--- config.mk ---
export PLATFORM = sky130hd
export DESIGN_NAME = hcp_mac
export DESIGN_NICKNAME = d
export VERILOG_FILES = /design/src/rtl/heading_cascade_pid_assert.svh /design/src/rtl/hcp_pkg.sv /design/src/rtl/hcp_mac.sv
export SDC_FILE = /design/constraint.sdc
export NUM_CORES = 2
export LEC_CHECK = 0
export ABC_AREA = 1
export BUFFER_PORTS_ARGS = -buffer_cell sky130_fd_sc_hd__buf_2
export CAP_MARGIN = 5
export CORE_MARGIN = 5
export CORE_UTILIZATION = 30
export CTS_BUF_LIST = sky130_fd_sc_hd__clkbuf_2 sky130_fd_sc_hd__clkbuf_4 sky130_fd_sc_hd__clkbuf_8
export CTS_CLUSTER_SIZE = 14
export DETAILED_ROUTE_END_ITERATION = 16
export RECOVER_POWER = 25
export SLEW_MARGIN = 20
export SYNTH_ARGS = -nofsm -noshare
export SYNTH_HDL_FRONTEND = slang
export SYNTH_SLANG_ARGS = --single-unit
--- constraint.sdc ---
create_clock -name clk -period 17.47 [get_ports clk]
set_input_delay 0.8735 -clock clk [delete_from_list [all_inputs] [get_ports clk]]
set_output_delay 0.8735 -clock clk [all_outputs]
set_load 0.02 [all_outputs]
--- src/rtl/heading_cascade_pid_assert.svh ---
// ----------------------------------------------------------------------------
// heading_cascade_pid assertion macros
// Clocked assertion shorthands for the heading controller. They expect clk and
// arst_n in scope.
// ----------------------------------------------------------------------------
`ifndef HEADING_CASCADE_PID_ASSERT_SVH
`define HEADING_CASCADE_PID_ASSERT_SVH

// The expression holds at every clock edge out of reset.
`define HCP_ASSERT_ALWAYS(label, expr, msg) \
	label: assert property (@(posedge clk) disable iff (!arst_n) (expr)) \
		else $error(msg);

// The consequent holds in the same cycle as the antecedent.
`define HCP_ASSERT_IMPLY(label, ante, cons, msg) \
	label: assert property (@(posedge clk) disable iff (!arst_n) (ante) |-> (cons)) \
		else $error(msg);

// The consequent holds in the cycle after the antecedent.
`define HCP_ASSERT_NEXT(label, ante, cons, msg) \
	label: assert property (@(posedge clk) disable iff (!arst_n) (ante) |=> (cons)) \
		else $error(msg);

`endif

--- src/rtl/hcp_pkg.sv ---
// ----------------------------------------------------------------------------
// hcp_pkg
// Types, constants and codes shared by the heading controller modules.
// ----------------------------------------------------------------------------
package hcp_pkg;

	localparam int OUTER_PERIOD = 20;
	localparam int INNER_PERIOD = 5;
	localparam int PHASE_W      = 5;

	localparam int MUL_A_W     = 32;
	localparam int MUL_B_W     = 26;
	localparam int PROD_W      = 58;
	localparam int ACC_W       = 36;
	localparam int MAG_W       = 28;
	localparam int RECIP_SHIFT = 28;

	typedef logic signed [15:0]        word_t;
	typedef logic signed [MUL_A_W-1:0] mul_a_t;
	typedef logic signed [MUL_B_W-1:0] mul_b_t;
	typedef logic signed [PROD_W-1:0]  prod_t;
	typedef logic signed [ACC_W-1:0]   acc_t;
	typedef logic signed [ACC_W:0]     drive_t;
	typedef logic [MAG_W-1:0]          mag_t;

	localparam logic [15:0] RST_TARGET_ANGLE  = 16'd0;
	localparam logic [15:0] RST_OUTER_KP      = 16'd32000;
	localparam logic [15:0] RST_OUTER_KI      = 16'd973;
	localparam logic [15:0] RST_INNER_KP      = 16'd579;
	localparam logic [15:0] RST_INNER_KD      = 16'd197;
	localparam logic [15:0] RST_BASE_DRIVE    = 16'd0;
	localparam logic [15:0] RST_DRIVE_FLOOR   = 16'hFC18;
	localparam logic [15:0] RST_DRIVE_CEILING = 16'd1000;

	localparam logic signed [16:0] HALF_TURN   = 17'sd18000;
	localparam logic signed [16:0] FULL_TURN   = 17'sd36000;
	localparam logic signed [16:0] ERR_BAND    = 17'sd500;
	localparam logic signed [17:0] INTEG_LIMIT = 18'sd100000;

	localparam mul_b_t COEF_NEW   = 26'sd7;
	localparam mul_b_t COEF_OLD   = 26'sd3;
	localparam mul_b_t RECIP_10   = 26'sd26843545;
	localparam mul_b_t RECIP_100  = 26'sd2684354;
	localparam mul_b_t DIVISOR_10 = 26'sd10;
	localparam mul_b_t DIVISOR_100 = 26'sd100;

	typedef enum logic [2:0] {
		REG_TARGET_ANGLE  = 3'd0,
		REG_OUTER_KP      = 3'd1,
		REG_OUTER_KI      = 3'd2,
		REG_INNER_KP      = 3'd3,
		REG_INNER_KD      = 3'd4,
		REG_BASE_DRIVE    = 3'd5,
		REG_DRIVE_FLOOR   = 3'd6,
		REG_DRIVE_CEILING = 3'd7
	} reg_idx_t;

	typedef enum logic [1:0] {
		ACC_HOLD,
		ACC_LOAD,
		ACC_ADD,
		ACC_SET
	} acc_op_t;

	typedef struct packed {
		logic    mul_en;
		acc_op_t acc_op;
	} mac_ctl_t;

	typedef enum logic [1:0] {
		DIV_TARGET,
		DIV_FILT,
		DIV_DERIV
	} div_sel_t;

	typedef enum logic [4:0] {
		S_IDLE,
		S_O_ERR,
		S_O_WRAP,
		S_O_INT,
		S_O_M1,
		S_O_M2,
		S_O_ACC,
		S_D_MAG,
		S_D_RCP,
		S_D_BCK,
		S_D_FIX,
		S_I_F1,
		S_I_F2,
		S_I_FACC,
		S_I_D1,
		S_I_D2,
		S_I_D3,
		S_I_DACC,
		S_I_O1,
		S_I_O2,
		S_I_OUT
	} state_t;

endpackage

--- src/rtl/hcp_mac.sv ---
// ----------------------------------------------------------------------------
// hcp_mac
// Shared signed multiplier with a registered product and an accumulator.
// ----------------------------------------------------------------------------
module hcp_mac (
	input  logic             clk,
	input  hcp_pkg::mac_ctl_t ctl,
	input  hcp_pkg::mul_a_t  a,
	input  hcp_pkg::mul_b_t  b,
	input  hcp_pkg::acc_t    set_val,
	output hcp_pkg::prod_t   prod,
	output hcp_pkg::acc_t    acc
);

	hcp_pkg::prod_t prod_q;
	hcp_pkg::acc_t  acc_q;

	always_ff @(posedge clk) begin
		if (ctl.mul_en) begin
			prod_q <= a * b;
		end
		case (ctl.acc_op)
			hcp_pkg::ACC_LOAD: acc_q <= prod_q[hcp_pkg::ACC_W-1:0];
			hcp_pkg::ACC_ADD:  acc_q <= acc_q + $signed(prod_q[hcp_pkg::ACC_W-1:0]);
			hcp_pkg::ACC_SET:  acc_q <= set_val;
			default:           acc_q <= acc_q;
		endcase
	end

	assign prod = prod_q;
	assign acc  = acc_q;

endmodule

; ---- Yosys cells after proc, flatten, opt, wreduce, memory -nomap -nowiden
; Cells that the tools add are included.
[totals]
regBits = 94
latch_bits = 0
ramBits = 0
rom_bits = 0
out_inout_bits = 94
n_memories = 0
[classes]
n_addsub = 1
multipliers = 1
n_div = 0
order_cmp = 0
eq_ne = 3
shift = 0
muxes = 1
bitwise_logic = 0
reduce_logical = 1
[op_table]
columns = cell, n
row1 = $pmux W36 S3, 1
row2 = $mul A32 B26 Y58, 1
row3 = $add A36 B36 Y36, 1
row4 = $eq A2 B2 Y1 const B, 2
row5 = $reduce_bool A3 Y1, 1
row6 = $eq A2 B1 Y1 const B, 1

; ---- Logic depth before layout (Yosys ltp)
[depth]
depth_word = 2
mapped_depth = 31
ltp_nobuf = 29

; ---- Worst setup path after synthesis
; Ideal clock, no wire load.
[synth_timing]
path_kind = input -> register
startpoint = in a[31]
endpoint = reg prod_q[50] (netlist: prod[50]) (data pin)
setup_ns = 0.254
arrival_ns = 6.955
path_slack_ns = 10.261
cell_stages = 25
cell_sequence = clkbuf_1 > clkbuf_1 > nand2_1 > inv_1 > fa_1 > inv_1 > fa_1 > inv_1 > fa_1 > inv_1 > fa_1 > fa_1 > fa_1 > fa_1 > inv_1 > ha_1 > nand2_1 > nor2_1 > inv_1 > nor3_2 > nand2_1 > nor3_1 > nand2_1 > nand4_1 > nand2_1
[synth_between]
elab_chain_cells = 1
[synth_lines]
columns = item, line
row1 = from (decl), hcp_mac.sv:8  ; input hcp_pkg::mul_a_t a,
row2 = $mul A32 B26 Y58, hcp_mac.sv:20  ; prod_q <= a * b;
row3 = to (signal assigned), hcp_mac.sv:20
row4 = to (decl), hcp_mac.sv:15  ; hcp_pkg::prod_t prod_q;
; No other way between the ends.
; A chain may end at the register's enable or synchronous reset.

; ---- Worst setup path in the final report
[layout_timing]
startpoint = in b[0]
endpoint = reg prod_q[46] (netlist: prod[46]) (data pin)
[layout_between]
elab_chain_cells = 1
[layout_lines]
columns = item, line
row1 = from (decl), hcp_mac.sv:9  ; input hcp_pkg::mul_b_t b,
row2 = $mul A32 B26 Y58, hcp_mac.sv:20
; No other way between the ends.

==> summary.md <==
| Metric | Value |
|---|---|
| Setup violators final | `0` |
| DP Wirelength | `roughly 96 mm` |
| EDFF count, synth | `94` |
| Hold WS | `between 0.6 and 0.7 ns` |
| WL final | `113 mm` |
| Die area | `132000 µm²` |
| Slew @ Worst Pin | `approximately 3.8 ns` |
| Synth Instances | `approximately 4900` |
| Area Overhead vs Synth | `6.84%` |
| CP Class | `in -> reg` |
| Post-synthesis cell type count | `39` |
| Overall global routing resource usage | `approximately 18%` |
| Via density | `around 4.6` |
| WHS Path Cells | `2` |
| Post-DRT Antenna Nets | `0` |
| TritonCTS buffer count | `9` |
| Most frequent cells in the layout | `1468 x inv_1, 1413 x nand2_1, 855 x fa_1, 193 x ha_1, 190 x buf_2` |
| F_max | `about 120 MHz` |
| Slew headroom | `-154%` |
| Most used DFF post-synth | `edfxtp_1` |
| Worst Path Required | `17.68 ns` |
| CTS tree | `yes` |
| Vias in the first global route | `~32000` |
| Post-synth ARST share | `0%` |
| Initial antenna violation count | `20` |
| Crit path arrival time | `~8.5 ns` |
| Syn nets | `between 6000 and 7000` |
| Syn_area_per_cell | `~7.7 µm²` |
| # nets final | `~6000` |
| Slew Viols, Final | `129` |
| Largest net degree at the start of global routing | `59` |
| GP Congestion | `approximately 0.91` |
| Vias | `approximately 30000` |
| Die W | `around 360 µm` |
| Initial Util | `a little under a third` |
| Setup crit end kind | `flop` |
| Unrepaired setup endpoints after global routing | `false` |
| WL/cell | `roughly 17 µm` |
| Worst Setup Start Kind | `input port` |
| Gr ovfl total | `0` |
| Hold Buf Count CTS | `0` |
| Commonest non-fill, non-tap cell in the layout | `inv_1` |
| Synthesized cell area | `about 37000 µm²` |
| I/O pin cnt | `roughly 190` |
| Final worst-path cycle share | `between 40 and 50%` |
| Hold Path Class | `reg -> reg` |
| CP cell instances | `buf_2, clkbuf_1, nand2_1, inv_1, ha_1, fa_1, fa_1, inv_1, fa_1, inv_1, fa_1, inv_1, fa_1, inv_1, ha_1, nand2_1, nor2_1, nand2_1, nor2_1, and2_1, nand2_1, nand4_1, nand2_1` |
| H-tree levels | `3` |
| Max_cap viols | `3` |
| Post-CTS setup buffers | `0` |
| Slowest cell delay on critical path | `between 1 and 1.5 ns` |
| Worst reg2reg path endpoint | `acc[32]` |
| Router iterations before antenna repair | `8` |
| Layout Skew | `roughly 0.025 ns` |
| Post-synthesis register bit count | `94` |
| Status | `finished, violations left` |
| Worst-path clk slew | `0.13 ns` |
| Final setup TNS | `0 ns` |
| Synth area leader | `fa_1` |
| Die Span Y | `between 300 and 400 µm` |
| Final worst slack | `roughly 9 ns` |
| Rows | `around 130` |
| Clock root buffer | `clkbuf_8` |
| Tmin final | `about 8.3 ns` |
| Failing checks | `max-capacitance violations, max-slew violations` |
| Fraction of layout cells with a size suffix above 1 | `roughly 5.3%` |
| RR Startpoint | `prod[0]` |
| FF-to-FF setup slack | `~15 ns` |
| Clk_lat worst skew | `between 0.4 and 0.5 ns` |
| Sequential share of the synthesized area | `~7.5%` |
| Path depth of the worst reg2reg path | `12` |
| Warnings, synthesis | `0` |
| Post-CTS Resized | `0` |
| Top-area cell type share of the netlist area | `a little under half` |
| Critical path fanouts, max | `32` |
| Drc violations | `0` |
| Largest cells by area after synthesis | `fa_1 46%, inv_1 15%, nand2_1 14%` |
| Sink Count | `94` |
| CP max-delay cell | `clkbuf_1` |
| Detailed Route Iter0 Violations | `around 2000` |
| Hold EP | `acc[6]` |
| Fin cells | `6536` |
| Final Hold Fails | `0` |
| Hold Startpoint | `prod[6]` |
| Pre-CTS setup slack | `about 9.5 ns` |
| First-pass GRT wire length | `182 mm` |
| Filler cell count | `13200` |
| Core Box Area | `between 100000 and 150000 µm²` |
| Clock Path Buffers | `2` |
| IO Port Bufs | `191` |
| Post-Place Cells | `about 6500` |
[cells in the mapped netlist, types with 2 or more instances]
| cell type | n |
|---|---|
| a21boi_0 | 2 |
| a21o_1 | 4 |
| a21oi_1 | 105 |
| a21oi_2 | 5 |
| a22o_1 | 19 |
| and2_1 | 3 |
| buf_1 | 4 |
| clkbuf_1 | 179 |
| clkinv_1 | 3 |
| edfxtp_1 | 94 |
| fa_1 | 855 |
| ha_1 | 193 |
| inv_1 | 1468 |
| inv_2 | 6 |
| nand2_1 | 1413 |
| nand2_2 | 12 |
| nand3_1 | 112 |
| nand3b_1 | 10 |
| nand4_1 | 28 |
| nor2_1 | 180 |
| nor2_2 | 7 |
| nor3_1 | 17 |
| nor3_2 | 4 |
| nor4_1 | 2 |
| o21a_1 | 2 |
| o21ai_0 | 52 |
| o21ai_1 | 6 |
| o21bai_1 | 19 |
| or2_2 | 10 |
| xnor2_1 | 12 |
| xor2_1 | 30 |
[flip-flops by register name (all words and copies together), names as in the netlist]
signal / count
acc: 36
prod: 58
[per-layer routing]
| metal | global-route usage, % | vias to the layer above | wire length (µm) |
|---|---|---|---|
| li1 | - | 13800 | - |
| met1 | 22.9 | 15100 | 48000 |
| met2 | 31.4 | 907 | 56100 |
| met3 | 2.31 | 169 | 6400 |
| met4 | 3.43 | 6 | 2400 |
| met5 | 0 | - | 41 |
[how the worst max path moves through the flow]
stage	from	to	slack [ns]	cells past startpoint
4_1_cts	b[2]	prod[50]	9.91	24
3_3_place_gp	b[2]	prod[50]	9.57	24
3_5_place_dp	b[2]	prod[50]	9.45	24
5_1_grt	b[0]	prod[46]	8.83	23
2_1_floorplan	a[31]	prod[50]	10.26	25
6_report	b[0]	prod[46]	9.16	23
[per-stage QoR]
step,instance area (µm²),util [%]
final,40000,32.3
after global routing,40000,32.3
after CTS,40000,32.3
after detailed placement,39800,32.1
after global placement,39800,32.1
after floorplan,37400,-
[worst max-delay path: cells and delay by family]
kind / cells / cell delay, ns
buffers and inverters: 7 / 2.17
and+or+nand+nor: 9 / 1.51
adders and majority gates: 7 / 3.91
[cell families after synthesis]
logic type	synth area share [%]
and+or+nand+nor	19.2
AOI/OAI and AO/OA	3.35
DFF	7.55
xor gates and xnor gates	0.984
adders and majority gates	52.2
buffers and inverters	16.7
[area by class of cell]
type                            instances  area, µm²  share of cell area [%]
Clock buffer                           10        131                   0.329
Clock inverter                          6       51.3                   0.128
Timing Repair Buffer                  199       1010                    2.52
Multi-Input combinational cell       3110      28300                    70.9
Sequential cell                        94       2820                    7.06
Tap cell                             1637       2050                    5.13
Antenna cell                            3       7.51                  0.0188
Inverter                             1477       5540                    13.9
Power is left out: the tool's default activity adds up to more than one toggle a clock period on the data nets, which glitch-free logic cannot reach.
